===== src/hw/rtl/tlce_pkg.sv =====
// Package for the text layout / clip engine.
// Holds command codes, character codes, item kinds, FSM states and field widths.
// No dependencies.
package tlce_pkg;

  localparam int unsigned CharCodesDefault = 256;

  localparam int unsigned CoordW  = 16;
  localparam int unsigned GlyphW  = 8;
  localparam int unsigned TabW    = 10;
  localparam int unsigned AdvW    = 10;
  localparam int unsigned AdvFullW = 11;   // a tab at negative x may move up to 2*tab-1
  localparam int unsigned CfgIdxW = 3;
  localparam int unsigned CfgDataW = 16;
  localparam int unsigned DivSteps = 16;
  localparam int unsigned DivCntW = 4;

  typedef enum logic [1:0] {
    CMD_SET_CURSOR = 2'd0,
    CMD_SET_WIDTH  = 2'd1,
    CMD_CHAR       = 2'd2,
    CMD_NONE       = 2'd3
  } cmd_t;

  typedef enum logic [CfgIdxW-1:0] {
    REG_CLIP_LEFT   = 3'd0,
    REG_CLIP_TOP    = 3'd1,
    REG_CLIP_RIGHT  = 3'd2,
    REG_CLIP_BOTTOM = 3'd3,
    REG_TAB_STOP    = 3'd4,
    REG_LINE_HEIGHT = 3'd5,
    REG_ASCENT      = 3'd6,
    REG_UNUSED      = 3'd7
  } reg_idx_t;

  localparam logic [7:0] CHAR_TAB = 8'h09;
  localparam logic [7:0] CHAR_LF  = 8'h0A;
  localparam logic [7:0] CHAR_CR  = 8'h0D;

  typedef enum logic [1:0] {
    KIND_GLYPH   = 2'd0,
    KIND_TAB     = 2'd1,
    KIND_NEWLINE = 2'd2,
    KIND_RETURN  = 2'd3
  } kind_t;

  typedef enum logic [1:0] {
    S_IDLE   = 2'd0,
    S_LOOKUP = 2'd1,
    S_DIV    = 2'd2,
    S_DONE   = 2'd3
  } state_t;

  localparam logic [TabW-1:0]   TAB_STOP_RST    = 10'd8;
  localparam logic [7:0]        LINE_HEIGHT_RST = 8'd16;
  localparam logic [7:0]        ASCENT_RST      = 8'd12;

endpackage


===== src/hw/rtl/text_layout_clip_engine_unit.sv =====
// Text layout and clip engine, top level.
// Depends on tlce_pkg. Contains the glyph width memory, the tab remainder
// divider, the layout state and the result register.
//
// Usage:
//   Input channel (in_valid/in_ready) takes one request: set cursor, write a
//   glyph width entry, or lay out one character. Only character requests give
//   a result on the output channel (out_valid/out_ready); the others are
//   absorbed in the cycle they are accepted.
//   Configuration (cfg_we/cfg_index/cfg_wdata) is to be written while idle;
//   the block itself does not enforce this. A glyph goes through accept, width
//   memory read and clip test, and commit; a newline or carriage return through
//   accept and commit; a tab through accept, the bit-serial remainder unit
//   (one quotient bit per cycle) and commit. Other requests end at acceptance.
//   The result sits in an output register; the block takes the next request
//   while it waits. If the receiver stalls, a finished character holds in
//   the commit state until the output register frees.
//   Reset (synchronous, rst_n low) clears the cursor, line widths, string
//   flag and all glyph width valid bits at once: unwritten entries read as
//   zero width. No clearing pass is needed.
module text_layout_clip_engine_unit
  import tlce_pkg::*;
#(
  parameter int unsigned CHAR_CODES = CharCodesDefault
) (
  input  logic                        clk,
  input  logic                        rst_n,
  // configuration
  input  logic                        cfg_we,
  input  logic [CfgIdxW-1:0]          cfg_index,
  input  logic [CfgDataW-1:0]         cfg_wdata,
  // input channel
  input  logic                        in_valid,
  output logic                        in_ready,
  input  logic [1:0]                  in_command,
  input  logic [7:0]                  in_char_code,
  input  logic [GlyphW-1:0]           in_width_value,
  input  logic signed [CoordW-1:0]    in_new_x,
  input  logic signed [CoordW-1:0]    in_new_y,
  input  logic                        in_end_of_text,
  // result channel
  output logic                        out_valid,
  input  logic                        out_ready,
  output logic signed [CoordW-1:0]    out_pos_x,
  output logic signed [CoordW-1:0]    out_pos_y,
  output logic [AdvW-1:0]             out_advance,
  output logic                        out_is_glyph,
  output logic                        out_fully_visible,
  output logic [CoordW-1:0]           out_string_width,
  output logic                        out_last
);

  localparam int unsigned IdxW = (CHAR_CODES > 1) ? $clog2(CHAR_CODES) : 1;

  // configuration registers
  logic [CoordW-1:0] clip_left_r, clip_top_r, clip_right_r, clip_bottom_r;
  logic [TabW-1:0]   tab_stop_r;
  logic [7:0]        line_height_r, ascent_r;

  // layout state
  logic [CoordW-1:0] cursor_x_r, cursor_y_r, line_start_x_r, line_width_r, widest_r;
  logic              in_string_r;

  // current item
  kind_t             kind_r;
  logic              eot_r;
  logic [AdvFullW-1:0] adv_r;
  logic              vis_r;

  // glyph width memory
  logic [GlyphW-1:0]     width_mem [CHAR_CODES];
  logic [CHAR_CODES-1:0] wvalid_r;
  logic [GlyphW-1:0]     rd_data_r;
  logic                  rd_hit_r;

  // remainder unit
  logic [CoordW-1:0] div_q_r;
  logic [TabW-1:0]   div_rem_r;
  logic [DivCntW-1:0] div_cnt_r;
  logic              div_neg_r;

  // output register
  logic              out_valid_r;
  logic [CoordW-1:0] out_pos_x_r, out_pos_y_r, out_string_width_r;
  logic [AdvW-1:0]   out_advance_r;
  logic              out_is_glyph_r, out_fully_visible_r, out_last_r;

  state_t state_r, state_nxt;

  logic              accept;
  logic              out_free;
  logic              commit;
  logic              code_in_range;
  logic [IdxW-1:0]   code_idx;
  kind_t             in_kind;
  logic [TabW-1:0]   tab_eff;
  logic signed [CoordW:0] tab_next;
  logic [CoordW-1:0] tab_mag;

  assign accept   = in_valid && in_ready;
  assign out_free = !out_valid_r || out_ready;
  assign code_in_range = ({1'b0, in_char_code} < 9'(CHAR_CODES));
  assign code_idx = in_char_code[IdxW-1:0];
  assign tab_eff  = (tab_stop_r == '0) ? TabW'(1) : tab_stop_r;
  assign tab_next = $signed({cursor_x_r[CoordW-1], cursor_x_r})
                  + $signed({7'b0, tab_eff});
  assign tab_mag  = tab_next[CoordW] ? CoordW'(-tab_next) : tab_next[CoordW-1:0];

  always_comb begin
    priority if (in_char_code == CHAR_TAB) in_kind = KIND_TAB;
    else if (in_char_code == CHAR_LF)      in_kind = KIND_NEWLINE;
    else if (in_char_code == CHAR_CR)      in_kind = KIND_RETURN;
    else                                   in_kind = KIND_GLYPH;
  end

  // ---------------- FSM ----------------
  always_ff @(posedge clk) begin
    if (!rst_n) begin
      state_r <= S_IDLE;
    end else begin
      state_r <= state_nxt;
    end
  end

  always_comb begin
    state_nxt = state_r;
    in_ready  = 1'b0;
    commit    = 1'b0;
    unique case (state_r)
      S_IDLE: begin
        in_ready = 1'b1;
        if (in_valid && (cmd_t'(in_command) == CMD_CHAR)) begin
          unique case (in_kind)
            KIND_TAB:                  state_nxt = S_DIV;
            KIND_NEWLINE, KIND_RETURN: state_nxt = S_DONE;
            default:                   state_nxt = S_LOOKUP;
          endcase
        end
      end
      S_LOOKUP: state_nxt = S_DONE;
      S_DIV: begin
        if (div_cnt_r == DivCntW'(DivSteps - 1)) state_nxt = S_DONE;
      end
      S_DONE: begin
        if (out_free) begin
          commit    = 1'b1;
          state_nxt = S_IDLE;
        end
      end
      default: state_nxt = S_IDLE;
    endcase
  end

  // ---------------- configuration ----------------
  always_ff @(posedge clk) begin
    if (!rst_n) begin
      clip_left_r   <= '0;
      clip_top_r    <= '0;
      clip_right_r  <= '0;
      clip_bottom_r <= '0;
      tab_stop_r    <= TAB_STOP_RST;
      line_height_r <= LINE_HEIGHT_RST;
      ascent_r      <= ASCENT_RST;
    end else if (cfg_we) begin
      unique case (reg_idx_t'(cfg_index))
        REG_CLIP_LEFT:   clip_left_r   <= cfg_wdata;
        REG_CLIP_TOP:    clip_top_r    <= cfg_wdata;
        REG_CLIP_RIGHT:  clip_right_r  <= cfg_wdata;
        REG_CLIP_BOTTOM: clip_bottom_r <= cfg_wdata;
        REG_TAB_STOP:    tab_stop_r    <= cfg_wdata[TabW-1:0];
        REG_LINE_HEIGHT: line_height_r <= cfg_wdata[7:0];
        REG_ASCENT:      ascent_r      <= cfg_wdata[7:0];
        default: ;
      endcase
    end
  end

  // ---------------- glyph width memory ----------------
  // Writes and reads are both issued only from idle, at most one request per
  // cycle, so a read always sees the write of the previous request.
  always_ff @(posedge clk) begin
    if (accept && (cmd_t'(in_command) == CMD_SET_WIDTH) && code_in_range) begin
      width_mem[code_idx] <= in_width_value;
    end
    if (accept && (cmd_t'(in_command) == CMD_CHAR)) begin
      rd_data_r <= width_mem[code_idx];
    end
  end

  always_ff @(posedge clk) begin
    if (!rst_n) begin
      wvalid_r <= '0;
      rd_hit_r <= 1'b0;
    end else if (accept) begin
      if ((cmd_t'(in_command) == CMD_SET_WIDTH) && code_in_range) begin
        wvalid_r[code_idx] <= 1'b1;
      end
      if (cmd_t'(in_command) == CMD_CHAR) begin
        rd_hit_r <= code_in_range && wvalid_r[code_idx];
      end
    end
  end

  // ---------------- clip test ----------------
  logic [GlyphW-1:0]       glyph_w;
  logic signed [17:0]      x_s, y_s, cl_s, ct_s, cr_s, cb_s;
  logic                    vis_now;

  assign glyph_w = rd_hit_r ? rd_data_r : '0;
  assign x_s  = 18'($signed(cursor_x_r));
  assign y_s  = 18'($signed(cursor_y_r));
  assign cl_s = 18'($signed(clip_left_r));
  assign ct_s = 18'($signed(clip_top_r));
  assign cr_s = 18'($signed(clip_right_r));
  assign cb_s = 18'($signed(clip_bottom_r));

  assign vis_now = (x_s > cl_s)
                && ((x_s + $signed({10'b0, glyph_w})) < cr_s)
                && ((y_s - $signed({10'b0, ascent_r})) > ct_s)
                && ((y_s + $signed({10'b0, line_height_r}) - $signed({10'b0, ascent_r}))
                    < cb_s);

  // ---------------- tab remainder, one bit per cycle ----------------
  logic [TabW:0]     rem_shift;
  logic              rem_ge;
  logic [TabW-1:0]   rem_new;
  logic [AdvFullW-1:0] tab_adv;

  assign rem_shift = {div_rem_r, div_q_r[CoordW-1]};
  assign rem_ge    = rem_shift >= {1'b0, tab_eff};
  assign rem_new   = rem_ge ? TabW'(rem_shift - {1'b0, tab_eff}) : rem_shift[TabW-1:0];
  // truncating remainder: a negative dividend rounds toward zero, so add it back
  assign tab_adv   = div_neg_r ? ({1'b0, tab_eff} + {1'b0, rem_new})
                               : ({1'b0, tab_eff} - {1'b0, rem_new});

  always_ff @(posedge clk) begin
    unique case (state_r)
      S_IDLE: begin
        if (accept) begin
          kind_r    <= in_kind;
          eot_r     <= in_end_of_text;
          adv_r     <= '0;
          vis_r     <= 1'b0;
          div_q_r   <= tab_mag;
          div_neg_r <= tab_next[CoordW];
          div_rem_r <= '0;
          div_cnt_r <= '0;
        end
      end
      S_LOOKUP: begin
        adv_r <= AdvFullW'(glyph_w);
        vis_r <= vis_now;
      end
      S_DIV: begin
        div_q_r   <= {div_q_r[CoordW-2:0], 1'b0};
        div_rem_r <= rem_new;
        div_cnt_r <= div_cnt_r + DivCntW'(1);
        if (div_cnt_r == DivCntW'(DivSteps - 1)) adv_r <= tab_adv;
      end
      default: ;
    endcase
  end

  // ---------------- layout state and commit ----------------
  logic [CoordW:0]   lw_sum;
  logic [CoordW-1:0] lw_new, wide_new, str_w;
  logic              is_break;

  assign is_break = (kind_r == KIND_NEWLINE) || (kind_r == KIND_RETURN);
  assign lw_sum   = {1'b0, line_width_r} + (CoordW + 1)'(adv_r);
  assign lw_new   = is_break ? '0 : (lw_sum[CoordW] ? '1 : lw_sum[CoordW-1:0]);
  assign wide_new = (is_break && (line_width_r > widest_r)) ? line_width_r : widest_r;
  assign str_w    = is_break ? wide_new : ((lw_new > widest_r) ? lw_new : widest_r);

  always_ff @(posedge clk) begin
    if (!rst_n) begin
      cursor_x_r     <= '0;
      cursor_y_r     <= '0;
      line_start_x_r <= '0;
      line_width_r   <= '0;
      widest_r       <= '0;
      in_string_r    <= 1'b0;
    end else if (accept) begin
      unique case (cmd_t'(in_command))
        CMD_SET_CURSOR: begin
          cursor_x_r <= in_new_x;
          cursor_y_r <= in_new_y;
        end
        CMD_CHAR: begin
          if (!in_string_r) begin
            line_start_x_r <= cursor_x_r;
            line_width_r   <= '0;
            widest_r       <= '0;
            in_string_r    <= 1'b1;
          end
        end
        default: ;
      endcase
    end else if (commit) begin
      line_width_r <= lw_new;
      widest_r     <= wide_new;
      if (eot_r) in_string_r <= 1'b0;
      unique case (kind_r)
        KIND_NEWLINE: begin
          cursor_x_r <= line_start_x_r;
          cursor_y_r <= cursor_y_r + CoordW'(line_height_r);
        end
        KIND_RETURN: begin
          cursor_x_r <= clip_left_r;
          cursor_y_r <= cursor_y_r + CoordW'(line_height_r);
        end
        default: cursor_x_r <= cursor_x_r + CoordW'(adv_r);
      endcase
    end
  end

  // ---------------- output register ----------------
  always_ff @(posedge clk) begin
    if (!rst_n) begin
      out_valid_r <= 1'b0;
    end else if (commit) begin
      out_valid_r <= 1'b1;
    end else if (out_ready) begin
      out_valid_r <= 1'b0;
    end
  end

  always_ff @(posedge clk) begin
    if (commit) begin
      out_pos_x_r         <= cursor_x_r;
      out_pos_y_r         <= cursor_y_r;
      out_advance_r       <= adv_r[AdvFullW-1] ? '1 : adv_r[AdvW-1:0];
      out_is_glyph_r      <= (kind_r == KIND_GLYPH);
      out_fully_visible_r <= (kind_r == KIND_GLYPH) && vis_r;
      out_string_width_r  <= str_w;
      out_last_r          <= eot_r;
    end
  end

  assign out_valid         = out_valid_r;
  assign out_pos_x         = out_pos_x_r;
  assign out_pos_y         = out_pos_y_r;
  assign out_advance       = out_advance_r;
  assign out_is_glyph      = out_is_glyph_r;
  assign out_fully_visible = out_fully_visible_r;
  assign out_string_width  = out_string_width_r;
  assign out_last          = out_last_r;

  // ---------------- assertions ----------------
  a_result_from_commit: assert property (@(posedge clk) disable iff (!rst_n)
    $rose(out_valid_r) |-> $past(state_r) == S_DONE)
    else $error("result raised outside commit");

  a_lookup_after_accept: assert property (@(posedge clk) disable iff (!rst_n)
    (state_r == S_LOOKUP) |-> ($past(state_r) == S_IDLE) && $past(accept))
    else $error("width lookup without an accepted character");

  a_visible_is_glyph: assert property (@(posedge clk) disable iff (!rst_n)
    out_valid_r |-> !(out_fully_visible_r && !out_is_glyph_r))
    else $error("control character flagged visible");

  a_eot_closes_string: assert property (@(posedge clk) disable iff (!rst_n)
    (commit && eot_r) |=> !in_string_r)
    else $error("string still open after last character");

  a_break_no_advance: assert property (@(posedge clk) disable iff (!rst_n)
    (commit && is_break) |=> (out_advance_r == '0) && !out_is_glyph_r)
    else $error("line break reported an advance");

endmodule


===== config.mk =====
export PLATFORM = sky130hd
export DESIGN_NAME = text_layout_clip_engine_unit
export DESIGN_NICKNAME = d
export VERILOG_FILES = /design/src/hw/rtl/tlce_pkg.sv /design/src/hw/rtl/text_layout_clip_engine_unit.sv
export SDC_FILE = /design/constraint.sdc
export NUM_CORES = 2
export LEC_CHECK = 0
export BUFFER_PORTS_ARGS = -buffer_cell sky130_fd_sc_hd__buf_4
export CELL_PAD_IN_SITES_DETAIL_PLACEMENT = 1
export CELL_PAD_IN_SITES_GLOBAL_PLACEMENT = 2
export CORE_AREA = 2 2 504 506
export CTS_CLUSTER_DIAMETER = 120
export DETAILED_ROUTE_END_ITERATION = 8
export DIE_AREA = 0 0 506 508
export PLACE_DENSITY = 0.85
export SLEW_MARGIN = 5
export SYNTH_ARGS = -nofsm -noshare
export SYNTH_HDL_FRONTEND = slang
export SYNTH_SLANG_ARGS = --single-unit

===== constraint.sdc =====
create_clock -name clk -period 4.61 [get_ports clk]
set_input_delay 0.461 -clock clk [delete_from_list [all_inputs] [get_ports clk]]
set_output_delay 0.461 -clock clk [all_outputs]
set_load 0.05 [all_outputs]

==> impl_metrics.ini <==
[timing]
clock-skew-final_ns = 0.0573
tightest_slew_ns = 1.30
finalCriticalPeriod_ns = 4.52
finalSetupViolations = 0
slew_viol_final = 0
rsz0062_at_grt = yes
slew-limit-headroom_pct = 12.7
max_freq_mhz = 221
worst_hold_slack_ns = 0.0644
hold_violations = 0
period_share_pct = 98.1

[synth]
synth.most_common_cell = edfxtp_1
ys.flop_type = edfxtp_1
yosysTopAreaCell = edfxtp_1
ys_types = 73
async_flop_share_pct = 0
yosys_warnings = 0
synth_nets = 6708
synthTopCellsByArea = edfxtp_1 (60%), mux4_2 (15%), dfxtp_1 (8.0%)
yosys.area.top_type_share_pct = 60.4
syn_inst = 6407
synth_edf_count = 2163
synth_common_cells = edfxtp_1 (2163), mux4_2 (730), nor2_1 (723)
avgSynthCellArea_sq_um = 16.8
synth-seq-area-share_pct = 68.4
syn_area_sq_um = 108000
synth-seq-cells = 2594

[route]
routed_via_density = 6.00
routed_wl_microns = 315000
wl_per_cell_microns = 30.2
ant_nets = 0
dr.pass1.iters = 5
drtIter0Drc = 6864
vias = 62600
drc_errors = 0

[final_layout]
area_growth_pct = 15.2
regArea_sq_um = 73600
final_nets = 7147
fillers = 23800
layout-drive-gt1-share_pct = 23.7
fin_area_sq_um = 124000
multi_input_area_sq_um = 32000

[critical_path]
crit_family = compound AO/OA/AOI/OAI gates
critPathMaxFanout = 7
crit_top_cell = o211ai_1
cp-start-kind = flip-flop
reg2regPathDepth = 21
crit_start = tab_stop_r[5]
crit_buf_inv = 1
cp_cell_sequence = nor4_4 > a41o_1 > ha_2 > nand2_1 > or3_1 > a21boi_1 > a2111o_1 > a31o_4 > buf_8 > nor3_4 > a311oi_2 > xnor2_1 > ha_1 > a21o_1 > a21oi_2 > o21ai_2 > o41ai_2 > o21a_1 > nor2_1 > o211ai_1 > o211ai_1
required_ns = 5.22
r2r_end = adv_r[10]
ff2ff_setup_slack_ns = 0.09
crit_arrival_ns = 5.14
slowest_stage = or3_1
path_class = flip-flop to flip-flop
end_kind = flip-flop
r2r-start = tab_stop_r[5]
max_stage_delay_ns = 0.37

[floorplan]
dieHeight_microns = 508
die-area_sq_um = 257000
num_rows = 185
fp.dieW_microns = 506
coreArea_sq_um = 252000
start_util_pct = 42.6
num_io_pins = 138

[cts]
htreeDepth = 5
clk-insertion-delay-late_ns = 0.92
clkTransAtPathRegs_ns = 0.06
cts_tree = done
cts_buffer_depth = 4
clock-root-buffer = clkbuf_16
clock-sinks = 2594
cts_buffers = 282

[status]
status = finished clean

[global_routing]
grt-ovfl-total = 0
grt_pass1_wl_microns = 459000
grt_pass1_vias = 65200
grt_max_degree = 181
grt_use_total_pct = 24.2
antenna_found_initial = 16

[min_path]
holdPathEnd = cursor_x_r[13]
hp-start = in_new_x[13]
hp-class = primary input to flip-flop
holdPathStages = 3

[place]
post_dp_cell_area_sq_um = 114000
routabilityCongestion = 0.871
port_buffers = 137
dp_hpwl_microns = 199000

[power_and_ir_drop]
vdd_drop_max_mv = 0.429
p_leak_nw = 40.8
power_density_nw_per_um2 = 443

[flow_run]
maxCapViolCount = 0
==> flip-flops by register name, summed over array words and instances (netlist names), 10 cells and up <==
name              count
line_start_x_r       16
out_pos_x            16
clip_left_r          16
cursor_x_r           16
line_width_r         16
out_pos_y            16
clip_right_r         16
clip_bottom_r        16
widest_r             16
out_advance          10
tab_stop_r           10
div_rem_r            10
wvalid_r            256
cursor_y_r           16
div_q_r              16
out_string_width     16
clip_top_r           16
width_mem          2048
adv_r                11
==> metrics by stage <==
| stage | TNS [ns] | setup WS, ns | power, W | std cells | util, % |
|---|---|---|---|---|---|
| detailed placement | -1.07 | -0.177 | 0.0329 | 9863 | 45.2 |
| floorplan | 0 | 0.0185 | 0.0304 | 6407 | - |
| global placement | -0.152 | -0.121 | 0.0327 | 9863 | 45.2 |
| CTS | 0 | 0.00780 | 0.0548 | 10400 | 48.9 |
| global route | -0.199 | -0.0972 | 0.0565 | 10400 | 49.1 |
| finish | 0 | 0.0859 | 0.0549 | 10400 | 49.1 |
==> layout by cell type (no fill, tap or decap), drive strengths merged, types with 20 or more instances in the layout <==
cell type    Yosys  final
a211oi          32     32
a21o            48     48
a21oi          224    224
a22o            20     20
buf            106    437
clkbuf         233    409
clkinv           0     69
dfxtp          431    431
dlygate4sd3      0     48
edfxtp        2163   2163
ha             210    210
inv            202    203
mux2i           23     23
mux4           730    730
nand2          382    382
nand2b          21     21
nand3           71     71
nand4           32     32
nor2           723    723
nor2b           42     42
nor3            48     48
o211ai          42     42
o21a           135    135
o21ai           92     92
or2             24     24
xnor2           70     70
xor2            30     30
==> power by group <==
| group | switching (W) | leakage, nW | internal (W) |
|---|---|---|---|
| logic | 0.00412 | 13.5 | 0.00280 |
| clock network | 0.00917 | 4.31 | 0.0129 |
| registers | 0.000237 | 23.0 | 0.0257 |
==> timing repair <==
item,CTS,global route
endpoints found under the setup margin,15,21
setup buffers,2,14
cloned,0,1
hold buffers,48,0
pin swaps,5,39
endpoints found under the hold margin,121,0
resized for setup,8,63
==> cells by family after synthesis <==
group,Yosys count,share of synthesized area [%]
AO/OA/AOI/OAI,764,4.75
XOR/XNOR,100,0.814
adder cells (fa/ha/maj),226,2.74
buffers and inverters,541,2.08
flip-flops,2594,68.4
multiplexers,761,15.6
AND/OR/NAND/NOR,1421,5.61
==> layout make-up <==
type | count | share of cell area [%]
diodes | 5 | 0.0101
repair buffers | 494 | 3.55
clock buffers | 400 | 6.49
clock inverters | 93 | 0.658
inverters | 202 | 0.624
flip-flops and latches | 2594 | 59.4
multi-input cells | 3272 | 25.9
well taps | 3366 | 3.40
==> worst reg2reg max path, stage by stage, from the launching register on <==
cell,delay (ns)
dfxtp_2,0.34
nor4_4,0.29
a41o_1,0.25
ha_2,0.19
nand2_1,0.07
or3_1,0.37
a21boi_1,0.20
a2111o_1,0.15
a31o_4,0.20
buf_8,0.15
nor3_4,0.04
a311oi_2,0.27
xnor2_1,0.11
ha_1,0.34
a21o_1,0.20
a21oi_2,0.17
o21ai_2,0.10
o41ai_2,0.31
o21a_1,0.22
nor2_1,0.05
o211ai_1,0.11
o211ai_1,0.11
==> worst max-delay path by stage <==
stage / endpoint / slack, ns / cells after the start
floorplan: adv_r[10] / 0.02 / 22
global placement: adv_r[10] / -0.12 / 20
detailed placement: adv_r[10] / -0.18 / 20
CTS: adv_r[10] / 0.008 / 19
global route: adv_r[9] / -0.1 / 19
finish: adv_r[10] / 0.09 / 21
==> per-layer routing <==
metal / vias up / global-route usage [%] / share of wire, %
met1: 32900 / 31.8 / 39
met5: - / 0 / 0.037
met4: 18 / 9.23 / 4.2
met2: 3088 / 39.7 / 49
met3: 663 / 4.92 / 8.2
li1: 25900 / - / -
(Power assumes the default switching activity.)
